--- src/rtl/core/eflba_pkg.sv ---
package eflba_pkg;

   // Field widths
   localparam int ActionW    = 2;
   localparam int OffsetW    = 16;
   localparam int StatusW    = 2;
   localparam int SizeW      = 9;
   localparam int CountW     = 8;
   localparam int CsrAddrW   = 1;
   localparam int CsrDataW   = 9;
   localparam int ReqTdataW  = 16;
   localparam int ReqTuserW  = 2;
   localparam int RspTdataW  = 24;
   localparam int RspTuserW  = 2;

   localparam int MaxBlocksDefault = 255;

   // Actions
   localparam logic [ActionW-1:0] ACT_INIT  = 2'd0;
   localparam logic [ActionW-1:0] ACT_ALLOC = 2'd1;
   localparam logic [ActionW-1:0] ACT_FREE  = 2'd2;

   // Statuses
   localparam logic [StatusW-1:0] ST_OK         = 2'd0;
   localparam logic [StatusW-1:0] ST_EMPTY      = 2'd1;
   localparam logic [StatusW-1:0] ST_MISALIGNED = 2'd2;
   localparam logic [StatusW-1:0] ST_RANGE      = 2'd3;

   // Register indexes
   localparam logic [CsrAddrW-1:0] CSR_BLOCK_SIZE  = 1'b0;
   localparam logic [CsrAddrW-1:0] CSR_BLOCK_COUNT = 1'b1;

   localparam logic [SizeW-1:0]  BlockSizeReset  = 9'd8;
   localparam logic [CountW-1:0] BlockCountReset = 8'd255;

   typedef struct packed {
      logic               done;
      logic [OffsetW-1:0] quotient;
      logic [SizeW-1:0]   remainder;
   } div_result_type;

endpackage

--- src/rtl/core/embedded_free_list_block_allocator.sv ---
// Fixed-size block allocator: a singly linked free list over up to MAX_BLOCKS
// blocks, kept in an on-chip link memory (one 8-bit next index per block) plus
// head and free-count registers. Send an item with action init (0), allocate
// (1) or free (2, offset in bytes); every item returns exactly one result item
// with a status, the allocated byte offset and the free count after the item.
// The block handles one item at a time. Allocate reads the link memory once
// and then commits. Free waits on the 16-step bit-serial divider that turns
// the byte offset into a block index and checks alignment. Init writes one
// link entry per cycle through the single memory write port. An allocate on
// an empty list and the unused action go straight to commit.
// A finished result sits in an output register, so the next item is accepted
// while it waits; the block only holds its commit when that register is full.
// Links are undefined after reset: run init before allocating (allocation
// reports no free block until then, unless a block was freed). Write
// block_size and block_count only while no item is in flight. Double frees
// are not detected.
module embedded_free_list_block_allocator #(
   parameter int MAX_BLOCKS = eflba_pkg::MaxBlocksDefault
) (
   input  logic                               clock,
   input  logic                               reset,
   // request: tdata = offset[15:0]; tuser = action[1:0]
   input  logic                               req_tvalid,
   output logic                               req_tready,
   input  logic [eflba_pkg::ReqTdataW-1:0]    req_tdata,
   input  logic [eflba_pkg::ReqTuserW-1:0]    req_tuser,
   // response: tdata = block_offset[15:0], free_blocks[23:16]; tuser = status[1:0]
   output logic                               rsp_tvalid,
   input  logic                               rsp_tready,
   output logic [eflba_pkg::RspTdataW-1:0]    rsp_tdata,
   output logic [eflba_pkg::RspTuserW-1:0]    rsp_tuser,
   // configuration writes
   input  logic                               csr_we,
   input  logic [eflba_pkg::CsrAddrW-1:0]     csr_addr,
   input  logic [eflba_pkg::CsrDataW-1:0]     csr_wdata
);
   import eflba_pkg::*;

   localparam int IdxW = $clog2(MAX_BLOCKS);
   localparam logic [CountW-1:0] MaxBlk = CountW'(MAX_BLOCKS);

   localparam logic [2:0] S_IDLE   = 3'd0;
   localparam logic [2:0] S_INIT   = 3'd1;
   localparam logic [2:0] S_ALLOC  = 3'd2;
   localparam logic [2:0] S_DIV    = 3'd3;
   localparam logic [2:0] S_FINISH = 3'd4;

   logic [2:0]          state_ff, state_in;
   logic [ActionW-1:0]  act_ff, act_in;
   logic [SizeW-1:0]    size_ff;
   logic [CountW-1:0]   count_ff;
   logic [CountW-1:0]   head_ff, head_in;
   logic [CountW-1:0]   free_ff, free_in;
   logic [CountW-1:0]   init_idx_ff, init_idx_in;
   logic                rsp_valid_ff, rsp_valid_in;
   logic [StatusW-1:0]  rsp_status_ff, rsp_status_in;
   logic [OffsetW-1:0]  rsp_off_ff, rsp_off_in;
   logic [CountW-1:0]   rsp_free_ff, rsp_free_in;

   logic [SizeW-1:0]    eff_size;
   logic [CountW-1:0]   eff_count;
   logic                accept;
   logic                commit;
   logic [SizeW+CountW-1:0] product;

   logic                mem_we;
   logic [IdxW-1:0]     mem_waddr;
   logic [CountW-1:0]   mem_wdata;
   logic                mem_re;
   logic [CountW-1:0]   mem_rdata;

   logic                div_start;
   div_result_type      div_res;

   logic [StatusW-1:0]  fin_status;
   logic [OffsetW-1:0]  fin_off;
   logic [CountW-1:0]   fin_head;
   logic [CountW-1:0]   fin_free;
   logic                fin_link_we;

   // a size of zero acts as one; a count beyond the store is clipped
   assign eff_size  = (size_ff == '0) ? SizeW'(1) : size_ff;
   assign eff_count = (count_ff > MaxBlk) ? MaxBlk : count_ff;

   assign req_tready = (state_ff == S_IDLE);
   assign accept     = req_tvalid && req_tready;
   assign commit     = (state_ff == S_FINISH) && (!rsp_valid_ff || rsp_tready);
   assign div_start  = accept && (req_tuser == ACT_FREE);
   assign product    = head_ff * eff_size;

   eflba_divider u_divider (
      .clock    (clock),
      .reset    (reset),
      .start    (div_start),
      .dividend (req_tdata[OffsetW-1:0]),
      .divisor  (eff_size),
      .result   (div_res)
   );

   eflba_link_mem #(
      .Depth (MAX_BLOCKS),
      .AddrW (IdxW)
   ) u_link_mem (
      .clock   (clock),
      .wr_en   (mem_we),
      .wr_addr (mem_waddr),
      .wr_data (mem_wdata),
      .rd_en   (mem_re),
      .rd_addr (head_ff[IdxW-1:0]),
      .rd_data (mem_rdata)
   );

   // result and state update for the item in the finish stage
   always_comb begin
      fin_status  = ST_OK;
      fin_off     = '0;
      fin_head    = head_ff;
      fin_free    = free_ff;
      fin_link_we = 1'b0;
      case (act_ff)
         ACT_INIT: begin
            fin_head = '0;
            fin_free = eff_count;
         end
         ACT_ALLOC: begin
            if (free_ff == '0) begin
               fin_status = ST_EMPTY;
            end else begin
               fin_off  = product[OffsetW-1:0];
               // a head past the store links to block zero
               fin_head = (head_ff < MaxBlk) ? mem_rdata : '0;
               fin_free = free_ff - 1'b1;
            end
         end
         ACT_FREE: begin
            if (div_res.remainder != '0) begin
               fin_status = ST_MISALIGNED;
            end else if (div_res.quotient >= {{(OffsetW-CountW){1'b0}}, eff_count}) begin
               fin_status = ST_RANGE;
            end else begin
               fin_link_we = 1'b1;
               fin_head    = div_res.quotient[CountW-1:0];
               fin_free    = (free_ff == '1) ? free_ff : free_ff + 1'b1;
            end
         end
         default: begin
            fin_status = ST_OK;
         end
      endcase
   end

   // link memory port: init sweep or the push of a freed block
   always_comb begin
      mem_re = (state_ff == S_ALLOC);
      if (state_ff == S_INIT) begin
         mem_we    = 1'b1;
         mem_waddr = init_idx_ff[IdxW-1:0];
         mem_wdata = init_idx_ff + 1'b1;
      end else begin
         mem_we    = commit && fin_link_we;
         mem_waddr = div_res.quotient[IdxW-1:0];
         mem_wdata = head_ff;
      end
   end

   always_comb begin
      state_in      = state_ff;
      act_in        = act_ff;
      init_idx_in   = init_idx_ff;
      head_in       = head_ff;
      free_in       = free_ff;
      rsp_valid_in  = rsp_valid_ff;
      rsp_status_in = rsp_status_ff;
      rsp_off_in    = rsp_off_ff;
      rsp_free_in   = rsp_free_ff;

      // drop the result once taken
      if (rsp_valid_ff && rsp_tready) begin
         rsp_valid_in = 1'b0;
      end

      case (state_ff)
         S_IDLE: begin
            if (accept) begin
               act_in      = req_tuser;
               init_idx_in = '0;
               case (req_tuser)
                  ACT_INIT:  state_in = (eff_count == '0) ? S_FINISH : S_INIT;
                  ACT_ALLOC: state_in = (free_ff == '0) ? S_FINISH : S_ALLOC;
                  ACT_FREE:  state_in = S_DIV;
                  default:   state_in = S_FINISH;
               endcase
            end
         end
         S_INIT: begin
            init_idx_in = init_idx_ff + 1'b1;
            if (init_idx_ff == eff_count - 1'b1) begin
               state_in = S_FINISH;
            end
         end
         S_ALLOC: begin
            state_in = S_FINISH;
         end
         S_DIV: begin
            if (div_res.done) begin
               state_in = S_FINISH;
            end
         end
         S_FINISH: begin
            // hold until the output register is free, then commit
            if (commit) begin
               head_in       = fin_head;
               free_in       = fin_free;
               rsp_valid_in  = 1'b1;
               rsp_status_in = fin_status;
               rsp_off_in    = fin_off;
               rsp_free_in   = fin_free;
               state_in      = S_IDLE;
            end
         end
         default: begin
            state_in = S_IDLE;
         end
      endcase
   end

   always_ff @(posedge clock) begin
      if (reset) begin
         state_ff     <= S_IDLE;
         head_ff      <= '0;
         free_ff      <= '0;
         rsp_valid_ff <= 1'b0;
         size_ff      <= BlockSizeReset;
         count_ff     <= BlockCountReset;
      end else begin
         state_ff     <= state_in;
         head_ff      <= head_in;
         free_ff      <= free_in;
         rsp_valid_ff <= rsp_valid_in;
         if (csr_we) begin
            case (csr_addr)
               CSR_BLOCK_SIZE:  size_ff  <= csr_wdata[SizeW-1:0];
               CSR_BLOCK_COUNT: count_ff <= csr_wdata[CountW-1:0];
               default: begin
               end
            endcase
         end
      end
      act_ff        <= act_in;
      init_idx_ff   <= init_idx_in;
      rsp_status_ff <= rsp_status_in;
      rsp_off_ff    <= rsp_off_in;
      rsp_free_ff   <= rsp_free_in;
   end

   assign rsp_tvalid = rsp_valid_ff;
   assign rsp_tdata  = {rsp_free_ff, rsp_off_ff};
   assign rsp_tuser  = rsp_status_ff;

endmodule

--- src/rtl/core/eflba_divider.sv ---
module eflba_divider (
   input  logic                            clock,
   input  logic                            reset,
   input  logic                            start,
   input  logic [eflba_pkg::OffsetW-1:0]   dividend,
   input  logic [eflba_pkg::SizeW-1:0]     divisor,
   output eflba_pkg::div_result_type       result
);
   import eflba_pkg::*;

   localparam int StepW = $clog2(OffsetW);

   logic                 busy_ff, busy_in;
   logic                 done_ff, done_in;
   logic [StepW-1:0]     step_ff, step_in;
   logic [OffsetW-1:0]   quo_ff, quo_in;
   logic [SizeW-1:0]     rem_ff, rem_in;
   logic [SizeW-1:0]     div_ff, div_in;
   logic [SizeW:0]       trial;
   logic                 fits;

   // one quotient bit per cycle, dividend shifts out as the quotient shifts in
   always_comb begin
      trial   = {rem_ff, quo_ff[OffsetW-1]};
      fits    = trial >= {1'b0, div_ff};
      busy_in = busy_ff;
      done_in = 1'b0;
      step_in = step_ff;
      quo_in  = quo_ff;
      rem_in  = rem_ff;
      div_in  = div_ff;
      if (start) begin
         busy_in = 1'b1;
         step_in = '0;
         quo_in  = dividend;
         rem_in  = '0;
         div_in  = divisor;
      end else if (busy_ff) begin
         rem_in  = fits ? SizeW'(trial - {1'b0, div_ff}) : trial[SizeW-1:0];
         quo_in  = {quo_ff[OffsetW-2:0], fits};
         step_in = step_ff + 1'b1;
         if (step_ff == StepW'(OffsetW - 1)) begin
            busy_in = 1'b0;
            done_in = 1'b1;
         end
      end
   end

   always_ff @(posedge clock) begin
      if (reset) begin
         busy_ff <= 1'b0;
         done_ff <= 1'b0;
      end else begin
         busy_ff <= busy_in;
         done_ff <= done_in;
      end
      step_ff <= step_in;
      quo_ff  <= quo_in;
      rem_ff  <= rem_in;
      div_ff  <= div_in;
   end

   assign result.done      = done_ff;
   assign result.quotient  = quo_ff;
   assign result.remainder = rem_ff;

endmodule

--- src/rtl/core/eflba_link_mem.sv ---
module eflba_link_mem #(
   parameter int Depth = eflba_pkg::MaxBlocksDefault,
   parameter int AddrW = $clog2(eflba_pkg::MaxBlocksDefault)
) (
   input  logic                          clock,
   input  logic                          wr_en,
   input  logic [AddrW-1:0]              wr_addr,
   input  logic [eflba_pkg::CountW-1:0]  wr_data,
   input  logic                          rd_en,
   input  logic [AddrW-1:0]              rd_addr,
   output logic [eflba_pkg::CountW-1:0]  rd_data
);
   import eflba_pkg::*;

   logic [CountW-1:0] mem [Depth];
   logic [CountW-1:0] rd_data_ff;

   always_ff @(posedge clock) begin
      if (wr_en) begin
         mem[wr_addr] <= wr_data;
      end
   end

   always_ff @(posedge clock) begin
      if (rd_en) begin
         rd_data_ff <= mem[rd_addr];
      end
   end

   assign rd_data = rd_data_ff;

endmodule

--- config.mk ---
export PLATFORM = sky130hd
export DESIGN_NAME = embedded_free_list_block_allocator
export DESIGN_NICKNAME = d
export VERILOG_FILES = /design/src/rtl/core/eflba_pkg.sv /design/src/rtl/core/embedded_free_list_block_allocator.sv /design/src/rtl/core/eflba_divider.sv /design/src/rtl/core/eflba_link_mem.sv
export SDC_FILE = /design/constraint.sdc
export NUM_CORES = 2
export LEC_CHECK = 0
export ABC_AREA = 1
export BUFFER_PORTS_ARGS = -buffer_cell sky130_fd_sc_hd__buf_2
export CORE_ASPECT_RATIO = 1.4
export CORE_MARGIN = 4
export CORE_UTILIZATION = 31
export DETAILED_ROUTE_END_ITERATION = 6
export PLACE_DENSITY = 0.56
export SETUP_SLACK_MARGIN = 0.5
export SYNTH_ARGS = -nofsm -noshare
export SYNTH_HDL_FRONTEND = slang
export SYNTH_SLANG_ARGS = --single-unit
--- constraint.sdc ---
create_clock -name clock -period 18.2 [get_ports clock]
set_clock_uncertainty 0.2 [all_clocks]
set_input_delay 1.82 -clock clock [delete_from_list [all_inputs] [get_ports clock]]
set_output_delay 1.82 -clock clock [all_outputs]
set_load 0.02 [all_outputs]
==> out/results.tsv <==
metric	value	unit
distinct cell type count after synthesis	55	
Yosys top cell by area	edfxtp_1	
vias in the first global route	60600	
global route total overflow	0	
first-pass GRT wire length	406	mm
final setup fails	0	
Max H-tree Level	4	
antenna viol nets, final	0	
crit path cell chain	buf_4 > nand2_1 > inv_1 > fa_1 > fa_1 > fa_1 > inv_1 > fa_1 > inv_1 > ha_1 > nand2_1 > o21ai_0 > a21oi_1 > nor2_1 > nor2_1 > o21ai_0 > nor2_1	
crit-path max FO	45	
Mapped Cells	7931	
share of layout cells above drive strength 1	6.50	%
Die Span X	468	µm
Worst Tran Pin Value	1240	ps
DR vias	60900	
CTS max path bufs	4	
Clock Pin Slew Worst Setup and Hold Paths	60	ps
main flop type after synthesis	edfxtp_1	
Post-CTS Hold Buffers	0	
largest stage delay on the critical path	930	ps
Max-slew headroom	17.2	%
Die Ht	651	µm
run status	finished, violations left	
latest clock arrival within the worst-skew pair	860	ps
crit path buf inv count	4	
Port Buf Inserts	60	
Worst VDD drop	0.0000797	V
CTS-repair resized insts	0	
CTS tree	built	
failing checks	design-rule violations	
f_max	182	MHz
final instance area	0.102	mm²
Synth Net Count	8068	
fin crit period	5510	ps
critical path data arrival time	5910	ps
register bit count reported by yosys	2161	
Mean Syn Cell Area	11.6	µm²
Die ar.	0.305	mm²
antenna violations before repair	8	
clock root buffer master	clkbuf_16	
DP Area	0.0955	mm²
critical path class	register to register	
total CTS buffers	195	
P_leak	35.5	nW
Critical Path RT	18600	ps
Syn-to-layout area delta	10.8	%
switching share of power	30.4	%
drt drc	2	
asr flop ratio synth	0	%
sw power	0.00375	W
CP endpoint kind	register	
1st-iter DRT viols	6339	
Reg power frac	47.5	%
sequential area share after synthesis	70.2	%
synth top area cells	edfxtp_1 69%, nand2_1 6.7%, nor2_1 4.8%	
Worst setup SP type	register	
hold slack final	277	ps
initial core utilization	31.1	%
Fin. Hold Viols	0	
Power Density	122	mW/mm²
slowest cell on the critical path	dfxtp_4	
YS warnings	0	
worst hold path class	register to register	
combinational power share	19.0	%
post-synth top area share	69.1	%
Core Rows	236	
wire length per cell	23.5	µm
GPL Wtd Cong	0.923	
Post-Route WL	278	mm
Clk pwr share	33.5	%
fin. max-slew vios	0	
Setup TNS	0	ps
nets@finish	7929	
Vias/cell	5.14	
RSZ-0062 raised after global routing	no	
most used cell along the critical path	fa_1	
I/O pin count	61	
Post-synth EDFFs	2109	
router iterations before antenna repair	7	
Setup Buffers After CTS	0	
CTS sink cnt	2161	
largest net degree at the start of global routing	181	
hpwl dp	163	mm
Tot GR Track Use	17.7	%
Top delay family on crit path	adder cells	
core box area	0.295	mm²
Final period util	30.3	%
post-synthesis cell area	0.0917	mm²
total of max-cap violations	0	
internal power	0.00861	W
[path summary, 6_finish.rpt]
kind / cells past startpoint / start / slack (ps) / endpoint
setup reg to reg: 17 / head_ff[2] / 12690 / rsp_off_ff[13]
hold reg to reg: 2 / u_divider.step_ff[1] / 280 / u_divider.step_ff[1]
setup / recovery: 17 / head_ff[2] / 12690 / rsp_off_ff[13]
hold / removal: 2 / u_divider.step_ff[1] / 280 / u_divider.step_ff[1]
[cells by family (layout without fill, tap and decap cells)]
family	Yosys count	count (layout)	share of synthesized area, %
simple gates	3323	3323	14.6
other cells	0	2	0
mux	16	16	0.175
fa+ha+maj	104	104	1.76
xor+xnor	26	26	0.248
compound gates	1468	1468	8.90
flops	2161	2161	70.2
buf+inv	833	831	4.11
[state kept, by name, indices dropped and copies added (netlist names), 2 cells and up]
signal              count
u_link_mem.mem       2040
rsp_off_ff             16
u_divider.quo_ff       16
size_ff                 9
u_divider.div_ff        9
u_divider.rem_ff        9
count_ff                8
free_ff                 8
head_ff                 8
init_idx_ff             8
rsp_free_ff             8
u_link_mem.rd_data      8
u_divider.step_ff       4
state_ff                3
act_ff                  2
rsp_tuser               2
[worst min-delay path, cell delays in order, from the launching register on]
cell	delay, ps
dfxtp_1	320
nand2_1	70
nand2_1	40
[Yosys cell counts, types with 17 or more instances]
cell and n:
buf_4 61, inv_1 313, clkbuf_1 159, ha_1 62, buf_1 23, nand3_1 361
o21ai_0 678, nor3_1 89, dfxtp_1 52, a21boi_0 42, fa_1 42, nand2_2 20
inv_2 17, a21oi_1 329, o22ai_1 194, buf_2 238, o211ai_1 131, nor2_1 1164
nand4_1 17, nand2_1 1637, edfxtp_1 2109, o21ai_1 55
[area by class of cell]
cell class              instances  area, µm²
inverters                     338       1310
clock inverters                96       1040
clock buffers                 238       5140
fillers                     29100     193000
well taps                    3927       4910
multi-input cells            4937      23700
repair buffers                159       1140
diodes                          2       5.00
flip-flops and latches       2161      64400
[placed cells by master (no fill, tap or decap), types with 6 or more instances in the layout]
cell type,n
a21oi_1,329
nor2_4,12
nor3_1,88
clkbuf_16,199
a21boi_0,42
fa_1,42
xnor2_1,10
inv_2,13
ha_1,62
o22ai_1,190
buf_4,91
clkbuf_1,38
a211oi_1,11
bufinv_16,22
edfxtp_1,2109
nand3_1,361
inv_1,313
dfxtp_1,46
xor2_1,16
nand2_1,1637
buf_2,60
o21ai_2,6
o211ai_1,131
o21ai_1,55
o21ai_0,677
clkinv_2,30
nor2_1,1163
nand2_2,17
clkinv_1,38
buf_12,8
mux2i_1,16
nand4_1,17
[metrics by stage]
step	setup slack (ps)	util, %	cells	power, W
3_5_place_dp	12460	32.4	11500	0.00832
5_1_grt	12360	34.5	11900	0.0128
6_report	12690	34.5	11900	0.0124
2_1_floorplan	4950	-	7931	0.00746
3_3_place_gp	12540	32.4	11500	0.00831
4_1_cts	12810	34.5	11900	0.0124
[routing by layer]
| metal | track usage, % | vias to the layer above | part of all wire (%) |
|---|---|---|---|
| li1 | - | 27500 | - |
| met1 | 21.6 | 30300 | 38 |
| met3 | 2.22 | 588 | 6.7 |
| met4 | 8.94 | 6 | 5.6 |
| met2 | 30.7 | 2593 | 49 |
| met5 | 0 | - | 0.015 |
[power groups by stage]
| stage | logic (W) | clock network, W | registers [W] |
|---|---|---|---|
| after CTS | 0.00235 | 0.00419 | 0.00587 |
| after detailed placement | 0.00234 | 0 | 0.00598 |
| after floorplan | 0.00137 | 0 | 0.00609 |
| after global routing | 0.00253 | 0.00438 | 0.00588 |
| after global placement | 0.00234 | 0 | 0.00598 |
| final | 0.00235 | 0.00414 | 0.00587 |
(Power assumes the default switching activity.)
